[config.mk]
export PLATFORM = sky130hd
export DESIGN_NAME = expression_tokenizer_bracket_check_flat
export DESIGN_NICKNAME = d
export VERILOG_FILES = /design/src/tokb_pkg.sv /design/src/tokb_char_if.sv /design/src/tokb_tok_if.sv /design/src/expression_tokenizer_bracket_check.sv /design/src/flat_wrapper.sv
export SDC_FILE = /design/constraint.sdc
export NUM_CORES = 1
export LEC_CHECK = 0
export BUFFER_PORTS_ARGS = -buffer_cell sky130_fd_sc_hd__buf_4
export CELL_PAD_IN_SITES_DETAIL_PLACEMENT = 1
export CELL_PAD_IN_SITES_GLOBAL_PLACEMENT = 1
export CORE_AREA = 3 3 219 221
export DETAILED_ROUTE_END_ITERATION = 10
export DIE_AREA = 0 0 222 224
export PLACE_DENSITY = 0.79
export SLEW_MARGIN = 10
export SYNTH_ARGS = -nofsm -noshare
export SYNTH_HDL_FRONTEND = slang
export SYNTH_SLANG_ARGS = --single-unit
[constraint.sdc]
create_clock -name clk_i -period 7.6 [get_ports clk_i]
set_input_delay 1.14 -clock clk_i [delete_from_list [all_inputs] [get_ports clk_i]]
set_output_delay 1.14 -clock clk_i [all_outputs]
set_load 0.05 [all_outputs]
[src/tokb_pkg.sv]
// Package with the shared types and character constants of the tokenizer.
package tokb_pkg;

  // Character codes that the tokenizer recognizes.
  localparam logic [7:0] CH_NEWLINE = 8'h0A;
  localparam logic [7:0] CH_EOL_ALT = 8'hFF;
  localparam logic [7:0] CH_SPACE   = 8'h20;
  localparam logic [7:0] CH_POW     = 8'h5E;  // '^'
  localparam logic [7:0] CH_MUL     = 8'h2A;  // '*'
  localparam logic [7:0] CH_DIV     = 8'h2F;  // '/'
  localparam logic [7:0] CH_ADD     = 8'h2B;  // '+'
  localparam logic [7:0] CH_SUB     = 8'h2D;  // '-'
  localparam logic [7:0] CH_LPAREN  = 8'h28;  // '('
  localparam logic [7:0] CH_RPAREN  = 8'h29;  // ')'
  localparam logic [7:0] CH_LSQUARE = 8'h5B;  // '['
  localparam logic [7:0] CH_RSQUARE = 8'h5D;  // ']'
  localparam logic [7:0] CH_LCURLY  = 8'h7B;  // '{'
  localparam logic [7:0] CH_RCURLY  = 8'h7D;  // '}'
  localparam logic [7:0] CH_DIGIT_0 = 8'h30;
  localparam logic [7:0] CH_DIGIT_9 = 8'h39;
  localparam logic [7:0] CH_UPPER_A = 8'h41;
  localparam logic [7:0] CH_UPPER_Z = 8'h5A;
  localparam logic [7:0] CH_LOWER_A = 8'h61;
  localparam logic [7:0] CH_LOWER_Z = 8'h7A;

  // Token kinds.
  typedef enum logic [3:0] {
    TK_NUMBER     = 4'd0,
    TK_OPERATOR   = 4'd1,
    TK_OPEN       = 4'd2,
    TK_CLOSE      = 4'd3,
    TK_LINE_END   = 4'd4,
    TK_BAD_CHAR   = 4'd5,
    TK_UNMATCHED  = 4'd6,
    TK_MISMATCHED = 4'd7,
    TK_OVERFLOW   = 4'd8
  } tok_kind_e;

  // Operator precedence classes.
  typedef enum logic [1:0] {
    PREC_POWER  = 2'd0,
    PREC_MULDIV = 2'd1,
    PREC_ADDSUB = 2'd2,
    PREC_NONE   = 2'd3
  } prec_e;

  // Bracket codes kept on the stack.
  typedef enum logic [1:0] {
    BR_PAREN  = 2'd0,
    BR_SQUARE = 2'd1,
    BR_CURLY  = 2'd2,
    BR_NONE   = 2'd3
  } bracket_e;

  localparam int unsigned VALUE_W = 32;
  localparam int unsigned DEPTH_W = 7;

  // One result transaction.
  typedef struct packed {
    tok_kind_e            tok_kind;
    logic [VALUE_W-1:0]   tok_value;
    prec_e                prec_class;
    logic                 num_saturated;
    logic [DEPTH_W-1:0]   nest_depth;
    logic                 last;
  } tok_t;

endpackage

[src/tokb_char_if.sv]
// Interface of the character input channel.
interface tokb_char_if;
  logic       valid;
  logic       ready;
  logic [7:0] in_char;

  modport source (output valid, output in_char, input ready);
  modport sink   (input valid, input in_char, output ready);
endinterface

[src/tokb_tok_if.sv]
// Interface of the token output channel.
interface tokb_tok_if;
  logic       valid;
  logic       ready;
  logic [3:0] tok_kind;
  logic [31:0] tok_value;
  logic [1:0] prec_class;
  logic       num_saturated;
  logic [6:0] nest_depth;
  logic       last;

  modport source (output valid, output tok_kind, output tok_value, output prec_class,
                  output num_saturated, output nest_depth, output last, input ready);
  modport sink   (input valid, input tok_kind, input tok_value, input prec_class,
                  input num_saturated, input nest_depth, input last, output ready);
endinterface

[src/expression_tokenizer_bracket_check.sv]
// Top level of the expression tokenizer with balanced bracket check.
//
//   Channel  Dir  Payload                                         Handshake
//   char_i   in   in_char                                         valid/ready
//   tok_o    out  tok_kind tok_value prec_class num_saturated     valid/ready
//                 nest_depth last
//
// Each character is decoded in the cycle it is accepted; its zero, one or two
// tokens are registered into a four-slot result queue whose slot zero drives the output.
// One character per cycle is accepted while the queue holds two tokens or fewer.
// The bracket stack is a memory with one write and one registered read port; the
// top entry and the entry below it are kept ready so a close bracket needs no wait.
// Reset clears the accumulator, the counters and the queue; the stack memory is not cleared.
// A stalled output holds the queue, and input is refused once three tokens wait.
module expression_tokenizer_bracket_check
  import tokb_pkg::*;
#(
  parameter int unsigned STACK_DEPTH = 64,
  parameter int unsigned NUM_WIDTH   = 32
) (
  input  logic              clk_i,
  input  logic              rst_ni,
  tokb_char_if.sink         char_i,
  tokb_tok_if.source        tok_o
);

  localparam int unsigned CNT_W = $clog2(STACK_DEPTH + 1);
  localparam int unsigned AW    = (STACK_DEPTH > 1) ? $clog2(STACK_DEPTH) : 1;
  localparam int unsigned QD    = 4;
  localparam int unsigned QC_W  = 3;

  // Number accumulator and flags.
  logic [NUM_WIDTH-1:0] acc_q, acc_d;
  logic                 pend_q, pend_d;
  logic                 sat_q, sat_d;

  // Bracket stack: memory plus cached top entry and the entry below it.
  logic [1:0]           stk_mem [STACK_DEPTH];
  logic [CNT_W-1:0]     stk_cnt_q, stk_cnt_d;
  logic [1:0]           top_q, top_d;
  logic [1:0]           below_q;
  logic                 stk_we;
  logic [AW-1:0]        stk_waddr;
  logic [1:0]           stk_wdata;
  logic [AW-1:0]        stk_raddr;
  logic [CNT_W-1:0]     rd_cnt;

  // Result queue, slot zero drives the output.
  tok_t                 q_q [QD];
  tok_t                 q_d [QD];
  tok_t                 q_sh [QD];
  logic [QC_W-1:0]      qcnt_q, qcnt_d;
  logic [QC_W-1:0]      qbase;
  logic                 pop;

  // Decode signals.
  logic                 accept;
  logic [7:0]           c;
  bracket_e             oc, cc;
  tok_t                 res0, res1, num_tok, chr_tok;
  logic [1:0]           nres;
  logic [NUM_WIDTH+3:0] acc_ext, prod;
  logic [NUM_WIDTH+31:0] val_ext;
  logic [CNT_W+6:0]     dep_ext, dep_inc_ext, dep_dec_ext;

  assign accept = char_i.valid && char_i.ready;
  assign c      = char_i.in_char;
  assign char_i.ready = (qcnt_q <= QC_W'(2));

  // Bracket codes of the current character.
  always_comb begin
    case (c)
      CH_LPAREN:  oc = BR_PAREN;
      CH_LSQUARE: oc = BR_SQUARE;
      CH_LCURLY:  oc = BR_CURLY;
      default:    oc = BR_NONE;
    endcase
    case (c)
      CH_RPAREN:  cc = BR_PAREN;
      CH_RSQUARE: cc = BR_SQUARE;
      CH_RCURLY:  cc = BR_CURLY;
      default:    cc = BR_NONE;
    endcase
  end

  // Next accumulator value for a digit, times ten by shifts.
  assign acc_ext = {4'd0, acc_q};
  assign prod    = (acc_ext << 3) + (acc_ext << 1) + {{NUM_WIDTH{1'b0}}, c[3:0] - 4'd0};

  // Zero extension so that narrow or wide settings map onto the fixed fields.
  assign val_ext     = {32'd0, acc_q};
  assign dep_ext     = {7'd0, stk_cnt_q};
  assign dep_inc_ext = {7'd0, stk_cnt_q + CNT_W'(1)};
  assign dep_dec_ext = {7'd0, stk_cnt_q - CNT_W'(1)};

  // Pending number token and the plain character token template.
  always_comb begin
    num_tok.tok_kind      = TK_NUMBER;
    num_tok.tok_value     = val_ext[VALUE_W-1:0];
    num_tok.prec_class    = PREC_NONE;
    num_tok.num_saturated = sat_q;
    num_tok.nest_depth    = dep_ext[DEPTH_W-1:0];
    num_tok.last          = 1'b0;
    chr_tok.tok_kind      = TK_BAD_CHAR;
    chr_tok.tok_value     = {24'd0, c};
    chr_tok.prec_class    = PREC_NONE;
    chr_tok.num_saturated = 1'b0;
    chr_tok.nest_depth    = dep_ext[DEPTH_W-1:0];
    chr_tok.last          = 1'b1;
  end

  // Character decode: state update and up to two tokens.
  always_comb begin
    logic flush;
    logic clear;
    flush     = 1'b0;
    clear     = 1'b0;
    acc_d     = acc_q;
    pend_d    = pend_q;
    sat_d     = sat_q;
    stk_cnt_d = stk_cnt_q;
    top_d     = top_q;
    stk_we    = 1'b0;
    stk_waddr = stk_cnt_q[AW-1:0];
    stk_wdata = oc;
    res1      = chr_tok;
    nres      = 2'd0;

    if (accept) begin
      if (c == CH_SPACE || c inside {[CH_UPPER_A:CH_UPPER_Z], [CH_LOWER_A:CH_LOWER_Z]}) begin
        nres = 2'd0;
      end else if (c == CH_NEWLINE || c == CH_EOL_ALT) begin
        flush         = 1'b1;
        clear         = 1'b1;
        res1.tok_kind = TK_LINE_END;
        res1.nest_depth = '0;
      end else if (c inside {CH_POW, CH_MUL, CH_DIV, CH_ADD, CH_SUB}) begin
        flush         = 1'b1;
        res1.tok_kind = TK_OPERATOR;
        case (c)
          CH_POW:         res1.prec_class = PREC_POWER;
          CH_MUL, CH_DIV: res1.prec_class = PREC_MULDIV;
          default:        res1.prec_class = PREC_ADDSUB;
        endcase
      end else if (c inside {[CH_DIGIT_0:CH_DIGIT_9]}) begin
        if (sat_q || (prod[NUM_WIDTH+3:NUM_WIDTH] != 4'd0)) begin
          acc_d = '1;
          sat_d = 1'b1;
        end else begin
          acc_d = prod[NUM_WIDTH-1:0];
        end
        pend_d = 1'b1;
      end else if (oc != BR_NONE) begin
        flush = 1'b1;
        if (stk_cnt_q >= CNT_W'(STACK_DEPTH)) begin
          clear           = 1'b1;
          res1.tok_kind   = TK_OVERFLOW;
          res1.nest_depth = '0;
        end else begin
          stk_we          = 1'b1;
          stk_cnt_d       = stk_cnt_q + CNT_W'(1);
          top_d           = oc;
          res1.tok_kind   = TK_OPEN;
          res1.nest_depth = dep_inc_ext[DEPTH_W-1:0];
        end
      end else if (cc != BR_NONE) begin
        flush = 1'b1;
        if (stk_cnt_q == '0) begin
          clear           = 1'b1;
          res1.tok_kind   = TK_UNMATCHED;
          res1.nest_depth = '0;
        end else if (top_q != cc) begin
          clear           = 1'b1;
          res1.tok_kind   = TK_MISMATCHED;
          res1.nest_depth = '0;
        end else begin
          stk_cnt_d       = stk_cnt_q - CNT_W'(1);
          top_d           = below_q;
          res1.tok_kind   = TK_CLOSE;
          res1.nest_depth = dep_dec_ext[DEPTH_W-1:0];
        end
      end else begin
        res1.tok_kind = TK_BAD_CHAR;
      end

      // Every non-digit, non-ignored character gives one character token.
      if (!(c == CH_SPACE || c inside {[CH_UPPER_A:CH_UPPER_Z], [CH_LOWER_A:CH_LOWER_Z],
                                       [CH_DIGIT_0:CH_DIGIT_9]})) begin
        nres = (flush && pend_q) ? 2'd2 : 2'd1;
      end
      if (flush) begin
        acc_d  = '0;
        pend_d = 1'b0;
        sat_d  = 1'b0;
      end
      if (clear) begin
        acc_d     = '0;
        pend_d    = 1'b0;
        sat_d     = 1'b0;
        stk_cnt_d = '0;
      end
    end

    // Order the tokens: a flushed number comes first.
    res0 = (nres == 2'd2) ? num_tok : res1;
  end

  // Read address: the entry below the top after this transaction.
  assign rd_cnt    = stk_cnt_d - CNT_W'(2);
  assign stk_raddr = (stk_cnt_d >= CNT_W'(2)) ? rd_cnt[AW-1:0] : '0;

  // Stack memory with one write and one registered read.
  always_ff @(posedge clk_i) begin
    if (stk_we) begin
      stk_mem[stk_waddr] <= stk_wdata;
    end
    below_q <= stk_mem[stk_raddr];
    top_q   <= top_d;
  end

  // Control state of the tokenizer.
  always_ff @(posedge clk_i or negedge rst_ni) begin
    if (!rst_ni) begin
      acc_q     <= '0;
      pend_q    <= 1'b0;
      sat_q     <= 1'b0;
      stk_cnt_q <= '0;
    end else begin
      acc_q     <= acc_d;
      pend_q    <= pend_d;
      sat_q     <= sat_d;
      stk_cnt_q <= stk_cnt_d;
    end
  end

  // Result queue: shift on a pop, then append the new tokens.
  assign pop   = tok_o.valid && tok_o.ready;
  assign qbase = qcnt_q - QC_W'(pop);

  always_comb begin
    for (int i = 0; i < QD - 1; i++) begin
      q_sh[i] = pop ? q_q[i + 1] : q_q[i];
    end
    q_sh[QD-1] = q_q[QD-1];
    for (int i = 0; i < QD; i++) begin
      q_d[i] = q_sh[i];
      if (nres != 2'd0 && QC_W'(i) == qbase) begin
        q_d[i] = res0;
      end
      if (nres == 2'd2 && QC_W'(i) == qbase + QC_W'(1)) begin
        q_d[i] = res1;
      end
    end
    qcnt_d = qbase + {1'b0, nres};
  end

  always_ff @(posedge clk_i) begin
    for (int i = 0; i < QD; i++) begin
      q_q[i] <= q_d[i];
    end
  end

  always_ff @(posedge clk_i or negedge rst_ni) begin
    if (!rst_ni) begin
      qcnt_q <= '0;
    end else begin
      qcnt_q <= qcnt_d;
    end
  end

  // Output side.
  assign tok_o.valid         = (qcnt_q != '0);
  assign tok_o.tok_kind      = q_q[0].tok_kind;
  assign tok_o.tok_value     = q_q[0].tok_value;
  assign tok_o.prec_class    = q_q[0].prec_class;
  assign tok_o.num_saturated = q_q[0].num_saturated;
  assign tok_o.nest_depth    = q_q[0].nest_depth;
  assign tok_o.last          = q_q[0].last;

`ifndef ASSERT_OFF
  // The result queue never holds more tokens than it has slots.
  assert property (@(posedge clk_i) disable iff (!rst_ni) qcnt_q <= QC_W'(QD))
    else $error("result queue overfilled");

  // The stack count never passes the stack depth.
  assert property (@(posedge clk_i) disable iff (!rst_ni)
                   stk_cnt_q <= CNT_W'(STACK_DEPTH))
    else $error("bracket stack count out of range");

  // A number token is never the last token of a character, every other one is.
  assert property (@(posedge clk_i) disable iff (!rst_ni)
                   tok_o.valid |-> ((q_q[0].tok_kind == TK_NUMBER) != q_q[0].last))
    else $error("last flag does not match token kind");

  // Error tokens report the cleared depth.
  assert property (@(posedge clk_i) disable iff (!rst_ni)
                   tok_o.valid && (q_q[0].tok_kind == TK_UNMATCHED ||
                   q_q[0].tok_kind == TK_MISMATCHED || q_q[0].tok_kind == TK_OVERFLOW)
                   |-> q_q[0].nest_depth == '0)
    else $error("error token with nonzero depth");

  // A line end empties the stack and leaves no number pending.
  assert property (@(posedge clk_i) disable iff (!rst_ni)
                   accept && (c == CH_NEWLINE || c == CH_EOL_ALT)
                   |=> stk_cnt_q == '0 && !pend_q)
    else $error("line end did not clear state");
`endif

endmodule
[src/flat_wrapper.sv]
// flat-port wrapper written by rule: the top's interface ports become plain ports
module expression_tokenizer_bracket_check_flat import tokb_pkg::*;
#(
  parameter int unsigned STACK_DEPTH = 64,
  parameter int unsigned NUM_WIDTH   = 32
)
  (clk_i, rst_ni, char_i_valid, char_i_in_char, char_i_ready, tok_o_valid, tok_o_tok_kind, tok_o_tok_value, tok_o_prec_class, tok_o_num_saturated, tok_o_nest_depth, tok_o_last, tok_o_ready);
  tokb_char_if char_i_i ();
  tokb_tok_if tok_o_i ();
  input  logic clk_i;
  input  logic rst_ni;
  input wire logic [$bits(char_i_i.valid)-1:0] char_i_valid;
  input wire logic [$bits(char_i_i.in_char)-1:0] char_i_in_char;
  output wire logic [$bits(char_i_i.ready)-1:0] char_i_ready;
  output wire logic [$bits(tok_o_i.valid)-1:0] tok_o_valid;
  output wire logic [$bits(tok_o_i.tok_kind)-1:0] tok_o_tok_kind;
  output wire logic [$bits(tok_o_i.tok_value)-1:0] tok_o_tok_value;
  output wire logic [$bits(tok_o_i.prec_class)-1:0] tok_o_prec_class;
  output wire logic [$bits(tok_o_i.num_saturated)-1:0] tok_o_num_saturated;
  output wire logic [$bits(tok_o_i.nest_depth)-1:0] tok_o_nest_depth;
  output wire logic [$bits(tok_o_i.last)-1:0] tok_o_last;
  input wire logic [$bits(tok_o_i.ready)-1:0] tok_o_ready;
  assign char_i_i.valid = char_i_valid;
  assign char_i_i.in_char = char_i_in_char;
  assign char_i_ready = char_i_i.ready;
  assign tok_o_valid = tok_o_i.valid;
  assign tok_o_tok_kind = tok_o_i.tok_kind;
  assign tok_o_tok_value = tok_o_i.tok_value;
  assign tok_o_prec_class = tok_o_i.prec_class;
  assign tok_o_num_saturated = tok_o_i.num_saturated;
  assign tok_o_nest_depth = tok_o_i.nest_depth;
  assign tok_o_last = tok_o_i.last;
  assign tok_o_i.ready = tok_o_ready;
  expression_tokenizer_bracket_check #(.STACK_DEPTH(STACK_DEPTH), .NUM_WIDTH(NUM_WIDTH)) u_core (.clk_i(clk_i), .rst_ni(rst_ni), .char_i(char_i_i), .tok_o(tok_o_i));
endmodule
==> results of run 1 <==
-- cell usage after synthesis (8+ instances only) --
master and count:
edfxtp_1 214, a21oi_1 175, nor2_1 151, nand2_1 113
dfxtp_1 106, clkbuf_1 95, a211oi_1 91, mux2i_1 89
ha_1 72, o21ai_0 62, dfrtp_1 44, o22ai_1 42
a22o_1 41, a31oi_1 38, inv_1 37, nand3_1 29
a22oi_1 24, a21o_1 21, nor3_1 17, xnor2_1 17
buf_1 16, buf_2 14, xor2_1 14, nand4_1 13
or3_1 13, and3_1 12, nor4_1 12, o211ai_1 12
nand2b_1 11, and2_1 10, mux4_2 10, o21a_1 10
mux2_2 9, o21bai_1 8
-- worst register-to-register path, stage by stage (launching register included) --
cell	delay [ns]
dfrtp_1	0.61
inv_1	0.33
ha_1	0.37
nand2b_1	0.12
nor4_1	0.36
nand2_1	0.14
nand4_1	0.43
a31oi_1	0.08
a21oi_1	0.48
ha_1	0.32
o21ai_0	0.10
a21oi_1	0.28
nand4_1	0.14
buf_4	0.23
o21ai_1	0.72
a21boi_0	0.21
nor4_1	0.41
nor4_1	0.10
o32ai_1	0.28
-- per-stage QoR --
| step | cells | total power, mW |
|---|---|---|
| detailed placement | 2335 | 6.55 |
| floorplan | 1772 | 5.46 |
| global placement | 2335 | 6.39 |
| finish | 2410 | 8.56 |
| CTS | 2410 | 8.56 |
| global route | 2410 | 9.05 |
-- state kept, by name, summed over array words and instances, names as in the netlist --
register          cells
u_core.acc_q         32
u_core.below_q        2
u_core.pend_q         1
u_core.q_q          188
u_core.qcnt_q         3
u_core.sat_q          1
u_core.stk_cnt_q      7
u_core.stk_mem      128
u_core.top_q          2
-- cells by family (layout without fill, tap and decap cells) --
kind of cell             after synthesis  count (layout)  synth area share [%]
AND/OR/NAND/NOR                      416             416                  10.5
XOR/XNOR                              32              32                  1.53
flip-flops                           364             364                  51.2
multiplexers                         108             108                  6.46
AO/OA/AOI/OAI                        610             610                  21.7
buffers and inverters                167             198                  3.54
adder cells (fa/ha/maj)               75              75                  5.10
-- power breakdown --
group | internal, mW | switching (mW)
registers | 2.49 | 0.359
clock network | 1.15 | 0.827
logic | 1.34 | 2.40
-- cell type report --
| class | count | area share (%) |
|---|---|---|
| inverter | 39 | 0.694 |
| clock buffer | 55 | 5.36 |
| tap | 607 | 3.60 |
| sequential | 364 | 45.8 |
| clock inverter | 20 | 0.896 |
| timing repair buffer | 84 | 2.99 |
| multi-input combinational | 1241 | 40.7 |
-- cell usage in the layout, fill, tap and decap left out, drive strengths merged, types with 14 or more instances in the layout --
cell,synthesis,routed
a211oi,91,91
a21o,21,21
a21oi,177,177
a22o,41,41
a22oi,24,24
a31oi,38,38
buf,33,84
clkbuf,95,55
clkinv,1,14
dfrtp,44,44
dfxtp,106,106
edfxtp,214,214
ha,72,72
inv,38,39
mux2i,89,89
nand2,113,113
nand3,29,29
nand4,14,14
nor2,153,153
nor3,17,17
nor4,15,15
o21ai,69,69
o22ai,42,42
xnor2,17,17
xor2,15,15
-- layer usage --
metal / up-vias / global-route usage [%] / wire [um]
met4: 4 / 7.22 / 1670
met2: 432 / 39.9 / 28700
met5: - / 0 / 27
li1: 6842 / - / -
met1: 7700 / 30.6 / 25700
met3: 104 / 3.84 / 2840
-- worst paths after layout --
kind | endpoint | slack, ns | depth (start not counted)
worst max-delay path | u_core.below_q[1]$_DFF_P_ | 1.72 | 18
worst min-delay path | u_core.q_q[3][0]$_SDFFE_PP1P_ | 0.46 | 2
min in group asynchronous | u_core.stk_cnt_q[5]$_DFF_PN0_ | 0.64 | 1
worst min register to register | u_core.q_q[3][0]$_SDFFE_PP1P_ | 0.46 | 2
worst max register to register | u_core.below_q[1]$_DFF_P_ | 1.82 | 18
max in group asynchronous | u_core.stk_cnt_q[2]$_DFF_PN0_ | 6.44 | 1
==> flow_summary.toml, run 1 <==
[outcome]
status = "completed"

[clock_tree]
h-tree-depth = 2
cts_tree = "yes"
clk_latency_ns = 0.57
cts_setup_buffers = 0
root_buffer = "clkbuf_16"
cts_made_buffers = 41
clkSinkCount = 364
cts.hold.buffers_added = 0
clock_path_buffers = 3
clk_pin_slew_worst_paths_ns = 0.06
ctsResizeCount = 0

[timing]
finalSetupViolCount = 0
post-route-period-util_pct = 77.4
min_period_ns = 5.88
finalHoldViolCount = 0
setup_ws_ns = 1.72
fin_skew_ns = 0.0409
timing.setup.tns_ns = 0
finalMaxSlewViolations = 0
slew_headroom_pct = 19.0
maxClockFrequency_ghz = 0.170
tightestPinTransition_ns = 1.21
rsz0062_at_grt = "false"
hold_slack_ns = 0.457

[floorplan]
dieArea_um2 = 49700
num_rows = 79
die_w_um = 222
ios = 61
core_um2 = 46400
die_h_um = 224
initial_core_util_pct = 40.7

[yosys]
syn_nets = 1859
seq_area_frac_synth_pct = 51.2
ys_warn_count = 0
avgSynthCellArea_um2 = 10.6
synth_edf_count = 214
ys_ff_latch = 364
netlist_area_um2 = 18900
ys_types = 93
synth_ff_type = "edfxtp_1"
yosysTopAreaCell = "edfxtp_1"
synth.top_cell.area_share_pct = 34.1
synth_cells = 1772
synthArstFlopShare_pct = 12.1
synthTopCellsByArea = "edfxtp_1 (34%), dfxtp_1 (11%), dfrtp_1 (5.8%)"

[placed_design]
place_congestion = 0.880
placed_cell_area_um2 = 19800
pre_cts_slack_ns = 1.28
io_buffers = 60
dp_hpwl_um = 39000

[drt]
first_pass_iters = 5
vias = 15100
drt_wl_total_um = 58900
ant_nets = 0
wl_per_cell_um = 24.4
drc = 0
via_per_inst = 6.26
drtIter0Drc = 1121

[cells_and_area]
fin_util_pct = 45.5
multiInputGateArea_um2 = 8580
seqCellArea_um2 = 9650
area_growth_pct = 11.8
insertedDiodeCount = 0
final_cell_area_um2 = 21100
nFillCells = 4995
nNetsFinal = 1858
layout-drive-gt1-share_pct = 11.1

[critical_path]
critPathKind = "in2reg"
path_buf_inv = 2
worstPathCellList = "buf_4 -> or4_1 -> o221ai_1 -> a2bb2oi_1 -> and2_1 -> mux2_2 -> a31oi_1 -> a21oi_1 -> ha_1 -> o21ai_0 -> a21oi_1 -> nand4_1 -> buf_4 -> o21ai_1 -> a21boi_0 -> nor4_1 -> nor4_1 -> o32ai_1"
endpoint_kind = "flop"
crit_start = "char_i_in_char[1]"
cp_slowest_cell = "o21ai_1"
cp.required_ns = 8.07
critPathLaunchType = "input pin"
crit_fanout = 19
r2r_start = "u_core.stk_cnt_q[0]$_DFF_PN0_"
path_delay_family = "compound AO/OA/AOI/OAI gates"
arrival_ns = 6.36
critical_path.max_stage_delay_ns = 0.71

[job]
cap_violations = 0

[power]
power_density_nw_per_um2 = 406
worst_ir_drop_vdd_v = 0.000283
p_leak_nw = 8.28

[min_path]
worstHoldStart = "u_core.q_q[3][0]$_SDFFE_PP1P_"
min_path_type = "reg2reg"

[global_routing]
grt_max_degree = 65
grt_pass1_vias = 16000
overflow = 0
track_usage_pct = 23.3
antenna_found_initial = 2
grt_pass1_wl_um = 93300
No activity file was read; power rests on OpenSTA's default activity.
==> run 2, diff against run 1 <==
--- a/config.mk
+++ b/config.mk
@@ -5,13 +5,14 @@
 export SDC_FILE = /design/constraint.sdc
 export NUM_CORES = 1
 export LEC_CHECK = 0
+export ABC_AREA = 1
 export BUFFER_PORTS_ARGS = -buffer_cell sky130_fd_sc_hd__buf_4
 export CELL_PAD_IN_SITES_DETAIL_PLACEMENT = 1
 export CELL_PAD_IN_SITES_GLOBAL_PLACEMENT = 1
-export CORE_AREA = 3 3 219 221
+export CORE_AREA = 3 3 222 224
 export DETAILED_ROUTE_END_ITERATION = 10
-export DIE_AREA = 0 0 222 224
-export PLACE_DENSITY = 0.79
+export DIE_AREA = 0 0 225 227
+export PLACE_DENSITY = 0.82
 export SLEW_MARGIN = 10
 export SYNTH_ARGS = -nofsm -noshare
 export SYNTH_HDL_FRONTEND = slang
==> constraint.sdc (replaced) <==
create_clock -name clk_i -period 5.7 [get_ports clk_i]
set_input_delay 0.855 -clock clk_i [delete_from_list [all_inputs] [get_ports clk_i]]
set_output_delay 0.855 -clock clk_i [all_outputs]
set_load 0.05 [all_outputs]
==> run 2 against run 1 <==
  * Setup slack worse by 0.84 ns
  * Register-to-register slack worse by 0.94 ns
  * Utilization barely moved
==> flow_summary.toml, run 2 <==
[timing]
finalHoldViolCount = 0
post-route-period-util_pct = 84.5
finalSetupViolCount = 0
slew_headroom_pct = 24.7
tightestPinTransition_ns = 1.13
timing.setup.tns_ns = 0
maxClockFrequency_ghz = 0.208
finalMaxSlewViolations = 0
rsz0062_at_grt = "false"
fin_skew_ns = 0.0277
hold_slack_ns = 0.301
min_period_ns = 4.82

[drt]
via_per_inst = 5.67
drtIter0Drc = 1262
ant_nets = 0
drt_wl_total_um = 60500
vias = 16800
wl_per_cell_um = 20.4
first_pass_iters = 5
drc = 0

[clock_tree]
cts_made_buffers = 41
cts_tree = "yes"
clkSinkCount = 364
ctsResizeCount = 0
clock_path_buffers = 3
root_buffer = "clkbuf_16"
clk_latency_ns = 0.59
cts.hold.buffers_added = 0
cts_setup_buffers = 0
clk_pin_slew_worst_paths_ns = 0.06
h-tree-depth = 2

[critical_path]
worstPathCellList = "a21oi_1 -> and2_1 -> nand3_2 -> nor2_4 -> o21ai_1 -> nor2_1 -> nand2_1 -> o21ai_2 -> clkinv_1 -> ha_1 -> inv_1 -> nor2_4 -> nand3_4 -> buf_4 -> nand3_1 -> nand2_1 -> nand2_1 -> nand3_1 -> nand3_1 -> nand3_1 -> nand3_1 -> nand2_1"
endpoint_kind = "flop"
cp.required_ns = 6.22
arrival_ns = 5.34
critical_path.max_stage_delay_ns = 0.58
path_delay_family = "simple AND/OR/NAND/NOR gates"
critPathLaunchType = "flop"
cp_slowest_cell = "and2_1"
crit_fanout = 64
critPathKind = "reg2reg"
critPathMostFrequentCell = "nand3_1"
path_buf_inv = 3

[cells_and_area]
nNetsFinal = 2405
fin_util_pct = 45.5
largest_reg_flops = 188
regMostFlops = "u_core.q_q"
layout-drive-gt1-share_pct = 8.90
insertedDiodeCount = 0
layout_common_cells = "nand2_1 (487), o21ai_0 (257), inv_1 (219), edfxtp_1 (214), nor2_1 (203)"
final_common_cell = "nand2_1"
area_growth_pct = 11.7
largest_registers = "u_core.q_q: 188 flops, u_core.stk_mem: 128 flops, u_core.acc_q: 32 flops"

[power]
power_density_nw_per_um2 = 674
p_leak_nw = 9.08
worst_ir_drop_vdd_v = 0.000357
power_mw = 14.6

[yosys]
yosysTopAreaCell = "edfxtp_1"
synth_edf_count = 214
ys_ff_latch = 364
ys_top_cells_by_count = "nand2_1 (487), o21ai_0 (257), inv_1 (219)"
synth_cells = 2301
syn_nets = 2388
synth_ff_type = "edfxtp_1"
netlist_area_um2 = 19400
synthTopCellsByArea = "edfxtp_1 (33%), dfxtp_1 (11%), nand2_1 (9.4%)"
synth.most_common_cell = "nand2_1"
seq_area_frac_synth_pct = 49.8
synth.top_cell.area_share_pct = 33.2
synthArstFlopShare_pct = 12.1
ys_types = 53
avgSynthCellArea_um2 = 8.42
ys_warn_count = 0

[placed_design]
io_buffers = 60
place_congestion = 0.913
dp_hpwl_um = 40400

[job]
cap_violations = 0

[floorplan]
ios = 61
initial_core_util_pct = 40.8
die_h_um = 227
num_rows = 80
core_um2 = 47500
die_w_um = 225
dieArea_um2 = 51100

[min_path]
min_path_type = "in2async"

[outcome]
status = "completed"

[global_routing]
grt_max_degree = 78
antenna_found_initial = 0
track_usage_pct = 23.5
overflow = 0
grt_pass1_vias = 17900
grt_pass1_wl_um = 96100
[run 2: metal layers]
metal | up-vias | GRT usage [%] | share of wire (%)
met5 | - | 0 | 0
met4 | 0 | 8.00 | 3.1
met3 | 122 | 3.58 | 5.2
met2 | 454 | 41.7 | 49
met1 | 8330 | 29.5 | 42
li1 | 7897 | - | -
[run 2: cells by family (layout without fill, tap and decap cells)]
group / Yosys count / in the layout / share of synthesized area, %
AO/OA/AOI/OAI: 551 / 551 / 16.0
AND/OR/NAND/NOR: 926 / 926 / 20.3
buffers and inverters: 354 / 402 / 7.54
flip-flops: 364 / 364 / 49.8
adder cells (fa/ha/maj): 75 / 75 / 4.96
XOR/XNOR: 31 / 31 / 1.40
[run 2: cell type report]
cell class                      count  area, um2
Fill cell                        5655      25900
Sequential cell                   364       9650
Tap cell                          615        769
Clock inverter                     25        282
Multi-Input combinational cell   1583       8270
Clock buffer                       49       1110
Inverter                          243        915
Timing Repair Buffer               85        651
[run 2: path summary, 6_finish.rpt]
check	slack (ns)	endpoint	start	cells after the start
setup reg to reg	0.88	u_core.below_q[0]$_DFF_P_	u_core.qcnt_q[2]$_DFF_PN0_	22
hold / removal	0.30	u_core.acc_q[23]$_DFFE_PN0P_	rst_ni	1
hold reg to reg	0.47	u_core.q_q[1][8]$_SDFFE_PP0P_	u_core.q_q[1][8]$_SDFFE_PP0P_	2
max in group asynchronous	4.95	u_core.acc_q[6]$_DFFE_PN0P_	rst_ni	1
setup / recovery	0.88	u_core.below_q[0]$_DFF_P_	u_core.qcnt_q[2]$_DFF_PN0_	22
min in group clk_i	0.47	u_core.q_q[1][8]$_SDFFE_PP0P_	u_core.q_q[1][8]$_SDFFE_PP0P_	2
[run 2: worst register-to-register path, cell delays in order, from the launching register on]
cell and delay (ns):
dfrtp_1 0.41, a21oi_1 0.43, and2_1 0.58, nand3_2 0.33
nor2_4 0.26, o21ai_1 0.11, nor2_1 0.15, nand2_1 0.09
o21ai_2 0.10, clkinv_1 0.24, ha_1 0.28, inv_1 0.10
nor2_4 0.06, nand3_4 0.12, buf_4 0.58, nand3_1 0.24
nand2_1 0.11, nand2_1 0.05, nand3_1 0.11, nand3_1 0.13
nand3_1 0.14, nand3_1 0.08, nand2_1 0.07
[run 2: through the flow]
stage	worst slack [ns]	cell area (um2)	cells
after floorplan	1.81	19400	2301
after global placement	1.01	20300	2890
after detailed placement	0.857	20300	2890
after CTS	0.975	21600	2964
after global routing	0.586	21600	2964
final	0.883	21600	2964
[run 2: report_power, final]
group	leakage, nW	internal (mW)	switching, mW
Combinational	4.91	2.46	5.41
Sequential	3.49	3.54	0.406
Clock	0.684	1.62	1.14
Total	9.08	7.62	6.96
